==> src/hdl/bffz_pkg.sv <==
// Shared constants, types and helper functions of the bit map find-first-zero block.
package bffz_pkg;

	localparam int MAP_WORDS = 32;
	localparam int WORD_BITS = 32;
	localparam int WORD_AW   = $clog2(MAP_WORDS);
	localparam int BIT_AW    = $clog2(WORD_BITS);
	localparam int MODE_W    = 3;
	localparam int IDX_W     = 10;
	localparam int WIU_W     = 6;
	localparam int TDATA_W   = 16;

	typedef logic [MODE_W-1:0] mode_t;

	localparam mode_t MODE_TEST      = 3'd0;
	localparam mode_t MODE_SET       = 3'd1;
	localparam mode_t MODE_CLEAR_BIT = 3'd2;
	localparam mode_t MODE_CLEAR_ALL = 3'd3;
	localparam mode_t MODE_FILL_ALL  = 3'd4;
	localparam mode_t MODE_FIND      = 3'd5;

	// Commands from the controller to the datapath.
	typedef struct packed {
		logic load;      // capture a new request
		logic bit_rd;    // read the addressed word
		logic bit_upd;   // test or modify the addressed word
		logic sweep_wr;  // write the fill pattern to the counted word
		logic find_rd;   // read the counted word for the search
		logic res_load;  // capture the search result
		logic out_load;  // move the result into the output register
	} dp_cmd_t;

	// Status from the datapath to the controller.
	typedef struct packed {
		logic in_bit;     // incoming request is test, set or clear bit
		logic in_sweep;   // incoming request is clear all or fill all
		logic in_find;    // incoming request is find first zero
		logic cnt_last;   // word counter sits on the last word in use
		logic rd_act;     // search read data is present this cycle
		logic rd_hit;     // that word holds a zero bit
		logic rd_last;    // that word is the last word in use
		logic issue_more; // search reads remain to be issued
		logic out_free;   // output register can take a result
	} dp_stat_t;

	// Position of the first zero bit counted from the most significant bit.
	function automatic logic [BIT_AW-1:0] first_zero(input logic [WORD_BITS-1:0] w);
		logic [BIT_AW-1:0] pos;
		logic              hit;
		pos = '0;
		hit = 1'b0;
		for (int i = 0; i < WORD_BITS; i++) begin
			if (!hit && !w[WORD_BITS-1-i]) begin
				pos = BIT_AW'(i);
				hit = 1'b1;
			end
		end
		return pos;
	endfunction

endpackage

==> src/hdl/bffz_ram.sv <==
// Generic simple dual-port RAM with one write port and one registered read port.
module bffz_ram #(
	parameter int WIDTH = 32,
	parameter int DEPTH = 32
) (
	input  logic                     clk,
	input  logic                     we,
	input  logic [$clog2(DEPTH)-1:0] waddr,
	input  logic [WIDTH-1:0]         wdata,
	input  logic                     re,
	input  logic [$clog2(DEPTH)-1:0] raddr,
	output logic [WIDTH-1:0]         rdata
);

	logic [WIDTH-1:0] mem_q [DEPTH];

	always_ff @(posedge clk) begin
		if (we) begin
			mem_q[waddr] <= wdata;
		end
		if (re) begin
			rdata <= mem_q[raddr];
		end
	end

endmodule

==> src/hdl/bffz_ctrl.sv <==
// Controller state machine that sequences each request through the datapath.
module bffz_ctrl (
	input  logic                clk,
	input  logic                arst_n,
	input  logic                s_tvalid,
	output logic                s_tready,
	input  bffz_pkg::dp_stat_t  stat,
	output bffz_pkg::dp_cmd_t   cmd
);

	typedef enum logic [2:0] {
		ST_IDLE,
		ST_BIT_RD,
		ST_BIT_UPD,
		ST_SWEEP,
		ST_FIND,
		ST_DONE
	} state_t;

	state_t state_q;
	state_t state_nxt;

	always_comb begin
		cmd       = '0;
		state_nxt = state_q;
		case (state_q)
			ST_IDLE: begin
				if (s_tvalid) begin
					cmd.load = 1'b1;
					if (stat.in_bit) begin
						state_nxt = ST_BIT_RD;
					end else if (stat.in_sweep) begin
						state_nxt = ST_SWEEP;
					end else if (stat.in_find) begin
						state_nxt = ST_FIND;
					end else begin
						state_nxt = ST_DONE;
					end
				end
			end
			ST_BIT_RD: begin
				cmd.bit_rd = 1'b1;
				state_nxt  = ST_BIT_UPD;
			end
			ST_BIT_UPD: begin
				cmd.bit_upd = 1'b1;
				state_nxt   = ST_DONE;
			end
			ST_SWEEP: begin
				cmd.sweep_wr = 1'b1;
				if (stat.cnt_last) begin
					state_nxt = ST_DONE;
				end
			end
			ST_FIND: begin
				// Reads are pipelined: the word checked now was issued last cycle.
				if (stat.rd_act && (stat.rd_hit || stat.rd_last)) begin
					cmd.res_load = 1'b1;
					state_nxt    = ST_DONE;
				end else if (stat.issue_more) begin
					cmd.find_rd = 1'b1;
				end
			end
			ST_DONE: begin
				if (stat.out_free) begin
					cmd.out_load = 1'b1;
					state_nxt    = ST_IDLE;
				end
			end
			default: begin
				state_nxt = ST_IDLE;
			end
		endcase
	end

	always_ff @(posedge clk or negedge arst_n) begin
		if (!arst_n) begin
			state_q <= ST_IDLE;
		end else begin
			state_q <= state_nxt;
		end
	end

	assign s_tready = (state_q == ST_IDLE);

endmodule

==> src/hdl/bffz_dp.sv <==
// Datapath: configuration register, map storage, word counter, search logic and output register.
module bffz_dp (
	input  logic                              clk,
	input  logic                              arst_n,
	input  logic                              cfg_wr_en,
	input  logic [bffz_pkg::WIU_W-1:0]        cfg_wr_data,
	input  logic [bffz_pkg::TDATA_W-1:0]      s_tdata,
	input  bffz_pkg::dp_cmd_t                 cmd,
	output bffz_pkg::dp_stat_t                stat,
	output logic                              m_tvalid,
	input  logic                              m_tready,
	output logic [bffz_pkg::TDATA_W-1:0]      m_tdata
);

	localparam int WA = bffz_pkg::WORD_AW;
	localparam int BA = bffz_pkg::BIT_AW;
	localparam int WB = bffz_pkg::WORD_BITS;

	logic [bffz_pkg::WIU_W-1:0]   wiu_q;
	logic [bffz_pkg::WIU_W-1:0]   wiu_m1;
	logic [WA-1:0]                words_m1;
	bffz_pkg::mode_t              in_mode;
	logic [bffz_pkg::IDX_W-1:0]   in_idx;
	logic [bffz_pkg::IDX_W-1:0]   sat_idx;

	bffz_pkg::mode_t              mode_q;
	logic [WA-1:0]                word_q;
	logic [BA-1:0]                pos_q;
	logic [WA-1:0]                cnt_q;
	logic                         issued_last_q;
	logic [bffz_pkg::MAP_WORDS-1:0] vld_q;

	logic                         rd_act_s1;
	logic                         rd_last_s1;
	logic [WA-1:0]                rd_word_s1;
	logic                         rd_vld_s1;

	logic                         res_bit_q;
	logic [bffz_pkg::IDX_W-1:0]   res_idx_q;
	logic                         res_nf_q;
	logic                         out_vld_q;
	logic [bffz_pkg::TDATA_W-1:0] out_data_q;

	logic                         ram_we;
	logic [WA-1:0]                ram_waddr;
	logic [WB-1:0]                ram_wdata;
	logic                         ram_re;
	logic [WA-1:0]                ram_raddr;
	logic [WB-1:0]                ram_rdata;
	logic [WB-1:0]                word_eff;
	logic [WB-1:0]                mask;
	logic                         cnt_last;

	// Words in use, with zero acting as one and large values clamped to the map.
	assign wiu_m1 = wiu_q - bffz_pkg::WIU_W'(1);
	always_comb begin
		if (wiu_q == '0) begin
			words_m1 = '0;
		end else if (wiu_q > bffz_pkg::WIU_W'(bffz_pkg::MAP_WORDS)) begin
			words_m1 = WA'(bffz_pkg::MAP_WORDS - 1);
		end else begin
			words_m1 = wiu_m1[WA-1:0];
		end
	end

	assign in_mode = s_tdata[bffz_pkg::MODE_W-1:0];
	assign in_idx  = s_tdata[bffz_pkg::MODE_W +: bffz_pkg::IDX_W];

	// An index past the last bit in use saturates to that bit.
	always_comb begin
		if (in_idx[BA +: WA] > words_m1) begin
			sat_idx = {words_m1, {BA{1'b1}}};
		end else begin
			sat_idx = in_idx;
		end
	end

	assign stat.in_bit   = (in_mode == bffz_pkg::MODE_TEST) ||
	                       (in_mode == bffz_pkg::MODE_SET) ||
	                       (in_mode == bffz_pkg::MODE_CLEAR_BIT);
	assign stat.in_sweep = (in_mode == bffz_pkg::MODE_CLEAR_ALL) ||
	                       (in_mode == bffz_pkg::MODE_FILL_ALL);
	assign stat.in_find  = (in_mode == bffz_pkg::MODE_FIND);

	assign cnt_last        = (cnt_q == words_m1);
	assign stat.cnt_last   = cnt_last;
	assign stat.rd_act     = rd_act_s1;
	assign stat.rd_hit     = (word_eff != '1);
	assign stat.rd_last    = rd_last_s1;
	assign stat.issue_more = !issued_last_q;
	assign stat.out_free   = !out_vld_q || m_tready;

	// A word never written since reset reads as zero.
	assign word_eff = rd_vld_s1 ? ram_rdata : '0;
	// Bit 0 of a word is its most significant bit, so shift by the inverted position.
	assign mask     = WB'(1) << (~pos_q);

	always_comb begin
		ram_we    = 1'b0;
		ram_waddr = cnt_q;
		ram_wdata = (mode_q == bffz_pkg::MODE_FILL_ALL) ? '1 : '0;
		if (cmd.sweep_wr) begin
			ram_we = 1'b1;
		end else if (cmd.bit_upd && ((mode_q == bffz_pkg::MODE_SET) ||
		                             (mode_q == bffz_pkg::MODE_CLEAR_BIT))) begin
			ram_we    = 1'b1;
			ram_waddr = word_q;
			ram_wdata = (mode_q == bffz_pkg::MODE_SET) ? (word_eff | mask) : (word_eff & ~mask);
		end
	end

	assign ram_re    = cmd.bit_rd || cmd.find_rd;
	assign ram_raddr = cmd.bit_rd ? word_q : cnt_q;

	bffz_ram #(
		.WIDTH (WB),
		.DEPTH (bffz_pkg::MAP_WORDS)
	) u_ram (
		.clk   (clk),
		.we    (ram_we),
		.waddr (ram_waddr),
		.wdata (ram_wdata),
		.re    (ram_re),
		.raddr (ram_raddr),
		.rdata (ram_rdata)
	);

	always_ff @(posedge clk or negedge arst_n) begin
		if (!arst_n) begin
			wiu_q         <= bffz_pkg::WIU_W'(32);
			vld_q         <= '0;
			rd_act_s1     <= 1'b0;
			issued_last_q <= 1'b0;
			out_vld_q     <= 1'b0;
		end else begin
			if (cfg_wr_en) begin
				wiu_q <= cfg_wr_data;
			end
			if (ram_we) begin
				vld_q[ram_waddr] <= 1'b1;
			end
			rd_act_s1 <= cmd.find_rd;
			if (cmd.load) begin
				issued_last_q <= 1'b0;
			end else if (cmd.find_rd && cnt_last) begin
				issued_last_q <= 1'b1;
			end
			if (cmd.out_load) begin
				out_vld_q <= 1'b1;
			end else if (m_tready) begin
				out_vld_q <= 1'b0;
			end
		end
	end

	always_ff @(posedge clk) begin
		if (cmd.load) begin
			mode_q    <= in_mode;
			word_q    <= sat_idx[BA +: WA];
			pos_q     <= sat_idx[BA-1:0];
			cnt_q     <= '0;
			res_bit_q <= 1'b0;
			res_idx_q <= '0;
			res_nf_q  <= 1'b0;
		end else begin
			if ((cmd.sweep_wr || cmd.find_rd) && !cnt_last) begin
				cnt_q <= cnt_q + WA'(1);
			end
			if (cmd.bit_upd && (mode_q == bffz_pkg::MODE_TEST)) begin
				res_bit_q <= |(word_eff & mask);
			end
			if (cmd.res_load) begin
				if (stat.rd_hit) begin
					res_idx_q <= bffz_pkg::IDX_W'({rd_word_s1, bffz_pkg::first_zero(word_eff)});
					res_nf_q  <= 1'b0;
				end else begin
					res_idx_q <= '0;
					res_nf_q  <= 1'b1;
				end
			end
		end
		if (ram_re) begin
			rd_vld_s1  <= vld_q[ram_raddr];
			rd_word_s1 <= ram_raddr;
			rd_last_s1 <= cnt_last;
		end
		if (cmd.out_load) begin
			out_data_q <= bffz_pkg::TDATA_W'({res_nf_q, res_idx_q, res_bit_q});
		end
	end

	assign m_tvalid = out_vld_q;
	assign m_tdata  = out_data_q;

endmodule

==> src/hdl/bitmap_find_first_zero.sv <==
// Top level of the bit map find-first-zero block: controller plus datapath.
//
// Requests arrive one beat at a time on the slave stream (s_tvalid, s_tready,
// s_tdata) and each produces exactly one result beat on the master stream
// (m_tvalid, m_tready, m_tdata). The request picks a mode: test, set or clear
// one bit, clear or fill all words in use, or find the lowest zero bit.
// The number of words in use is written through cfg_wr_en and cfg_wr_data;
// the user must write it only while the block is idle, which the block itself
// does not enforce. It resets to the full map of 32 words. Work is done one
// request at a time. For test, set and clear the word is read through the
// RAM's registered read port and, for set and clear, written back.
// Clear all and fill all write one word per cycle.
// Find reads one word per cycle and stops at the first word holding a zero or
// at the last word in use. The next request can be accepted from the cycle in
// which the result is presented.
// After reset the map reads as all zeros: a valid bit per word marks the words
// written since then, so no clearing pass is needed.
// The result sits in an output register; if the receiver stalls, the block
// finishes the next request and then waits until the register is taken.
module bitmap_find_first_zero (
	input  logic                              clk,
	input  logic                              arst_n,
	input  logic                              cfg_wr_en,
	input  logic [bffz_pkg::WIU_W-1:0]        cfg_wr_data, // words_in_use
	input  logic                              s_tvalid,
	output logic                              s_tready,
	input  logic [bffz_pkg::TDATA_W-1:0]      s_tdata,     // mode[2:0], bit_index[12:3], zero fill
	output logic                              m_tvalid,
	input  logic                              m_tready,
	output logic [bffz_pkg::TDATA_W-1:0]      m_tdata      // bit_value[0], found_index[10:1],
	                                                       // not_found[11], zero fill
);

	bffz_pkg::dp_cmd_t  cmd;
	bffz_pkg::dp_stat_t stat;

	// The controller steps through the phases of each request.
	bffz_ctrl u_ctrl (
		.clk      (clk),
		.arst_n   (arst_n),
		.s_tvalid (s_tvalid),
		.s_tready (s_tready),
		.stat     (stat),
		.cmd      (cmd)
	);

	// The datapath holds the map, the counter and the result registers.
	bffz_dp u_dp (
		.clk         (clk),
		.arst_n      (arst_n),
		.cfg_wr_en   (cfg_wr_en),
		.cfg_wr_data (cfg_wr_data),
		.s_tdata     (s_tdata),
		.cmd         (cmd),
		.stat        (stat),
		.m_tvalid    (m_tvalid),
		.m_tready    (m_tready),
		.m_tdata     (m_tdata)
	);

endmodule

==> config.mk <==
export PLATFORM = sky130hd
export DESIGN_NAME = bitmap_find_first_zero
export DESIGN_NICKNAME = d
export VERILOG_FILES = /design/src/hdl/bffz_pkg.sv /design/src/hdl/bffz_ram.sv /design/src/hdl/bffz_ctrl.sv /design/src/hdl/bffz_dp.sv /design/src/hdl/bitmap_find_first_zero.sv
export SDC_FILE = /design/constraint.sdc
export NUM_CORES = 2
export LEC_CHECK = 0
export ABC_AREA = 1
export BUFFER_PORTS_ARGS = -buffer_cell sky130_fd_sc_hd__buf_2
export CORE_MARGIN = 1.5
export CORE_UTILIZATION = 48
export CTS_BUF_LIST = sky130_fd_sc_hd__clkbuf_8
export DETAILED_ROUTE_END_ITERATION = 8
export PLACE_DENSITY = 0.66
export SLEW_MARGIN = 10
export SYNTH_ARGS = -nofsm -noshare
export SYNTH_HDL_FRONTEND = slang
export SYNTH_SLANG_ARGS = --single-unit
==> constraint.sdc <==
create_clock -name clk -period 3.2 [get_ports clk]
set_clock_uncertainty 0.1 [all_clocks]
set_input_delay 0.16 -clock clk [delete_from_list [all_inputs] [get_ports clk]]
set_output_delay 0.16 -clock clk [all_outputs]
set_load 0.02 [all_outputs]
Word level (Yosys, flattened, before mapping)
Memories as Yosys holds them, arrays and structs flattened. A register that Yosys moved wholly into a read port is not among the register bits.
Index checks and enable logic that the tools add are counted.
- register bits: 93
- memory bits (writable): 1024
- input bits: 27
- logic and storage cells: 367
- memories: 1
- $add $sub $neg: 2
- magnitude comparators: 5
- eq/ne operators: 19
- shift operators: 1
- mux-type cells: 199
- bitwise operators: 6
- reductions and logical operators: 117
- memory list (memory ; depth ; bits a word ; rd ports ; clocked after Yosys merged registers in ; wr ports ; line ; RTL):
    u_dp.u_ram.mem_q ; 32 ; 32 ; 1 ; 1 ; 1 ; bffz_ram.sv:15 ; logic [WIDTH-1:0] mem_q [DEPTH];
- operators with widths (operator ; count):
    2-to-1 mux 32 bit ; 5
    2-to-1 mux 1 bit ; 147
    2-to-1 mux 5 bit ; 21
    bitwise AND 32 bit ; 2
    zero test 1 bit ; 64
    OR 32 bit ; 2
    logical AND 1 bit ; 37
    2-to-1 mux 4 bit ; 8
    != test 32 bit, second input constant ; 1
    NOT 32 bit ; 1
    OR reduction 32 bit ; 1
    left shift 1 x 5 -> 32 bit, first input constant ; 1
    2-to-1 mux 3 bit ; 10
    2-to-1 mux 10 bit ; 2
    one-hot mux 3 bit (6 select lines) ; 1
    equality test 3 x 2 -> 1 bit, second input constant ; 5
    equality test 3 bit, second input constant ; 5
    less-than comparator 5 x 6 -> 1 bit, second input constant ; 2
    equality test 3 x 1 -> 1 bit, second input constant ; 3
    zero test 3 bit ; 3
    logical OR 1 bit ; 8
    > comparator 6 bit, second input constant ; 1
    zero test 6 bit ; 1
    2-to-1 mux 2 bit ; 3
    12 further kinds ; 15

Logic depth before layout (Yosys ltp)
- depth after elaboration: 192
- gate-level depth with buffers: 18
- mapped depth without buffers: 16

Modules after synthesis
From an unflattened synthesis, not the netlist that was laid out.
- cell total of the unflattened synthesis: 4406
- area total of the unflattened synthesis: 48905.7 um^2
- modules (own cells, without submodules) (module ; times used ; cells each ; area each (um^2) ; seq. area each (um^2)):
    bffz_ram ; 1 ; 3536 ; 42726.0 ; 31710.4
    bffz_dp ; 1 ; 813 ; 5863.1 ; 2328.5
    bffz_ctrl ; 1 ; 57 ; 316.6 ; 75.1

Worst setup path after synthesis
No wires, ideal clock.
- kind: register to register
- from: register u_ctrl.state_q[2]
- to: memory u_dp.u_ram.mem_q[12][0] (enable)
- arrival time: 2.937 ns
- required time: 2.678 ns
- setup slack: -0.259 ns
- stages on the path, launching flop included: 11
- path buffers: 1
- period minus slack after synthesis: 3.459 ns
- path through: dfrtp_1 -> inv_1 -> nand3_1 -> nor2_1 -> nand2_1 -> buf_2 -> o21ai_0 -> inv_1 -> nor2_1 -> nand2_1 -> nor2_1
- longest elaborated chain between the ends: 7
- RTL lines (element ; line ; RTL):
    start: declaration ; bffz_ctrl.sv:20 ; state_t state_q;
    start signal: assignment ; bffz_ctrl.sv:80 ; state_q <= state_nxt;
    equality test 3 x 2 -> 1 bit ; bffz_ctrl.sv:26 ; case (state_q)
    2-to-1 mux 1 bit ; bffz_ctrl.sv:26 ;
    logical AND 1 bit ; bffz_dp.sv:104 ; end else if (cmd.bit_upd && ((mode_q == bffz_pkg::MODE_SET) ||
    2-to-1 mux 1 bit ; bffz_dp.sv:104 ;
    2-to-1 mux 1 bit ; bffz_dp.sv:102 ; if (cmd.sweep_wr) begin
    2-to-1 mux 1 bit ; bffz_ram.sv:18 ; if (we) begin
    2-to-1 mux 1 bit (not written as such) ; bffz_ram.sv:19 ; mem_q[waddr] <= wdata;
    end: declaration ; bffz_ram.sv:15 ;
Several ways; a longest one is shown, not always the timed one.

Final worst setup path
- from: register u_ctrl.state_q[0]
- to: register u_dp.u_ram.rdata[6] (read register of u_dp.u_ram.mem_q) (data pin)
- longest elaborated chain between the ends: 3
- RTL lines (element ; line ; RTL):
    equality test 3 x 1 -> 1 bit / equality test 3 bit (equally long branches) ; bffz_ctrl.sv:26 ;
    2-to-1 mux 1 bit / 2-to-1 mux 2 bit (equally long branches) ; bffz_ctrl.sv:26 ;
    2-to-1 mux 5 bit / logical OR 1 bit (equally long branches) ; bffz_dp.sv:113, bffz_dp.sv:112 ;
    end: declaration ; bffz_ram.sv:12 ; output logic [WIDTH-1:0] rdata
Several ways; a longest one is shown, not always the timed one.
A chain may end at the register's enable or synchronous reset.

==> run_results.csv <==
group,metric,value,unit
min_path,whs_path_depth,4,
finish,final_cell_mix,"edfxtp_1 (1088), nor2_1 (648), o21ai_0 (580)",
floorplanning,rows,114,
clock_tree,cts.htree.levels,4,
clock_tree,cts_inserted_buffers,181,
yosys,ys_ff_latch,1149,
route,ant_nets,0,
floorplanning,die_area,0.0992,mm2
sta,tightest_slew,0.766,ns
global_routing,grt_pass1_wl,199000,um
sta,relSlewSlack,48.4,%
placement,gp_congestion,0.958,
yosys,synth_area_per_cell,12.7,um2
sta,hold_violations,0,
route,via_per_inst,6.00,
yosys,syn_area,0.0467,mm2
worst_setup_path,critPathKind,"register to register",
sta,clock.fmax,0.329,GHz
pwr,power.leakage,18.8,nW
worst_setup_path,r2r-start,"u_ctrl.state_q[0]",
yosys,synth_warnings,0,
floorplanning,core-area,0.0966,mm2
sta,slew_viol_final,0,
worst_setup_path,crit_required,3.70,ns
global_routing,grt_max_degree,94,
sta,fin_crit,3.04,ns
global_routing,grt_usage,27.5,%
finish,synthToLayoutAreaGrowth,16.7,%
worst_setup_path,crit_buf_inv,4,
run_status,status,"finished clean",
global_routing,antenna_found_initial,3,
finish,final_cell_area,0.0546,mm2
sta,rsz0062_at_grt,"no",
clock_tree,cts.sinks,1149,
finish,final_cells,5364,
min_path,worstHoldStart,"s_tdata[10]",
finish,layout.cells.most_common,"edfxtp_1",
finish,drive_above_1_share,15.6,%
sta,layout_setup_ws,0.157,ns
clock_tree,tritoncts,"built",
floorplanning,io_pins,45,
job,maxCapViolCount,0,
min_path,hold_path_class,"input pin to register",
route,routed_wl,137000,um
floorplanning,initial_core_util,48.4,%
route,wire_per_inst,25.5,um
worst_setup_path,critPathMaxFanout,33,
route,drtIter0Drc,3995,
placement,place_hpwl,76800,um
placement,place_inst,4982,
yosys,synth_cell_types,53,
yosys,syn_inst,3679,
global_routing,grt-ovfl-total,0,
clock_tree,root_buffer,"clkbuf_8",
worst_setup_path,critPathCaptureType,"register",
route,vias,32192,
worst_setup_path,critPathArrivalTime,3.54,ns
min_path,min_to,"u_dp.word_q[2]",
worst_setup_path,slowest_delay,0.40,ns
placement,io_buffers,37,
worst_setup_path,cp_common_cell,"buf_4",
sta,setup_viol,0,
route,drc_errors,0,
pwr,vdd_ir_drop_max,0.663,mV
worst_setup_path,path_cells,"inv_2, nor2_4, nand2_4, buf_4, nand2_2, nand2_8, buf_12, buf_4, o21ai_0, o221ai_1, nand3_1, nand2_1, nor2_1, a31oi_1",
floorplanning,fp.dieW,315,um
placement,placed_area,0.0506,mm2
route,drt-pass1-iter-count,5,
worst_setup_path,cpLargestDelayFamily,"buffers and inverters",
global_routing,grt_pass1_vias,31105,
clock_tree,cts_buffer_depth,3,
worst_setup_path,rr_endpoint,"u_dp.u_ram.rdata[6]",
worst_setup_path,startpoint_type,"register",
worst_setup_path,r2r_cells,14,
floorplanning,die_h,315,um
clock_tree,clkLatencyLatePin,0.90,ns
clock_tree,path_clk_slew,0.06,ns
worst_setup_path,slowest_stage,"dfrtp_1",
finish,nets,3977,
pwr,cellPowerDensity,933,mW/mm2
sta,post-route-period-util,95.1,%
placement,dp_worst_setup_slack,0.168,ns
pwr,total_power,0.0509,W
worst_setup_path,r2r_setup_slack,0.16,ns
yosys,ys_seq_area_share,73.0,%
==> stage by stage <==
step | TNS (ns) | util, % | hold slack (ns)
after floorplan | -131.96 | - | -0.236
after global placement | 0 | 52.4 | -0.0875
after detailed placement | 0 | 52.4 | -0.0881
after CTS | 0 | 56.4 | 0.0178
after global routing | 0 | 56.5 | 0.0992
final | 0 | 56.5 | 0.146
==> report_power, final <==
part	internal, W	switching (W)	leakage, nW	total (W)
clock network	0.00564	0.00577	1.99	0.0114
logic	0.00672	0.0142	6.11	0.0209
registers	0.0180	0.000586	10.7	0.0186
total	0.0304	0.0205	18.8	0.0509
==> worst max path at each step <==
| stage | from | endpoint | slack [ns] | cells after the start |
|---|---|---|---|---|
| floorplan | u_ctrl.state_q[2] | u_dp.u_ram.mem_q[12][0] | -0.26 | 10 |
| global placement | u_ctrl.state_q[2] | u_dp.u_ram.mem_q[4][19] | 0.23 | 10 |
| detailed placement | u_ctrl.state_q[1] | u_dp.u_ram.rdata[6] | 0.17 | 11 |
| CTS | u_dp.wiu_q[0] | u_dp.word_q[4] | 0.05 | 12 |
| global route | u_dp.wiu_q[0] | u_dp.word_q[4] | 0.02 | 13 |
| finish | u_ctrl.state_q[0] | u_dp.u_ram.rdata[6] | 0.16 | 14 |
==> repair_timing <==
| action | CTS | global route |
|---|---|---|
| resized for setup | 0 | 16 |
| hold buffers | 52 | 0 |
| endpoints found under the hold margin | 91 | 0 |
| buffers inserted | 0 | 1 |
| endpoints found under the setup margin | 0 | 30 |
==> tightest hold or removal path: cells and delay by family <==
kind / cells / cell delay [ns]
buffers and inverters: 2 / 0.65
AND/OR/NAND/NOR: 1 / 0.06
AO/OA/AOI/OAI: 1 / 0.11
==> per-layer routing <==
metal  vias up  part of all wire [%]  GRT usage [%]
met3       287                   8.5           5.09
met2      1586                    48           43.9
met4         0                   3.7           11.6
li1      14305                     -              -
met1     16014                    40           37.0
met5         -                     0              0
==> cells in the mapped netlist (all sizes together) <==
cell | number | share of area (%)
o22ai | 74 | 0.99
o2111ai | 2 | 0.037
o41ai | 1 | 0.019
clkinv | 2 | 0.016
nor4b | 1 | 0.019
xnor2 | 2 | 0.037
or2 | 32 | 0.43
a41oi | 1 | 0.019
ha | 8 | 0.21
mux2 | 2 | 0.048
nand2 | 229 | 2.0
dfrtp | 43 | 2.3
o21a | 2 | 0.032
conb | 1 | 0.0080
nor2 | 695 | 5.7
a21boi | 2 | 0.032
dfstp | 1 | 0.056
nor4 | 4 | 0.054
nand3b | 1 | 0.016
o211ai | 51 | 0.83
a21oi | 40 | 0.44
nor3 | 23 | 0.26
inv | 99 | 0.80
clkbuf | 147 | 1.2
edfxtp | 1088 | 70
o21ai | 637 | 6.9
dfxtp | 17 | 0.73
and2 | 1 | 0.013
nand3 | 123 | 1.3
a31oi | 35 | 0.48
buf | 103 | 1.2
nand4 | 10 | 0.18
o221ai | 196 | 3.7
xor2 | 6 | 0.11
==> flip-flops by register name (all words and copies together) (netlist names), 5 cells and up <==
| signal | count |
|---|---|
| u_dp.m_tdata | 12 |
| u_dp.u_ram.mem_q | 1024 |
| u_dp.vld_q | 32 |
| u_dp.word_q | 5 |
| u_dp.pos_q | 5 |
| u_dp.res_idx_q | 10 |
| u_dp.wiu_q | 6 |
| u_dp.rd_word_s1 | 5 |
| u_dp.cnt_q | 5 |
| u_dp.u_ram.rdata | 32 |
==> kinds of logic (layout without fill, tap and decap cells) <==
| logic type | after synthesis | after routing | share of synthesized area (%) |
|---|---|---|---|
| mux | 2 | 2 | 0.0482 |
| fa+ha+maj | 8 | 8 | 0.214 |
| flops | 1149 | 1149 | 73.0 |
| compound gates | 1041 | 1041 | 13.4 |
| simple gates | 1119 | 1119 | 9.98 |
| xor+xnor | 8 | 8 | 0.150 |
| buf+inv | 351 | 755 | 3.20 |
| other cells | 1 | 6 | 0.00802 |
==> final cells by class <==
type / instances / area [um2]
multi-input combinational: 2182 / 11500
fill: 7757 / 42000
clock inverter: 136 / 691
timing repair buffer: 327 / 3600
antenna: 2 / 5.00
tap: 1276 / 1600
clock buffer: 191 / 2630
sequential: 1149 / 34100
inverter: 101 / 400
No activity file was read; power rests on OpenSTA's default activity.
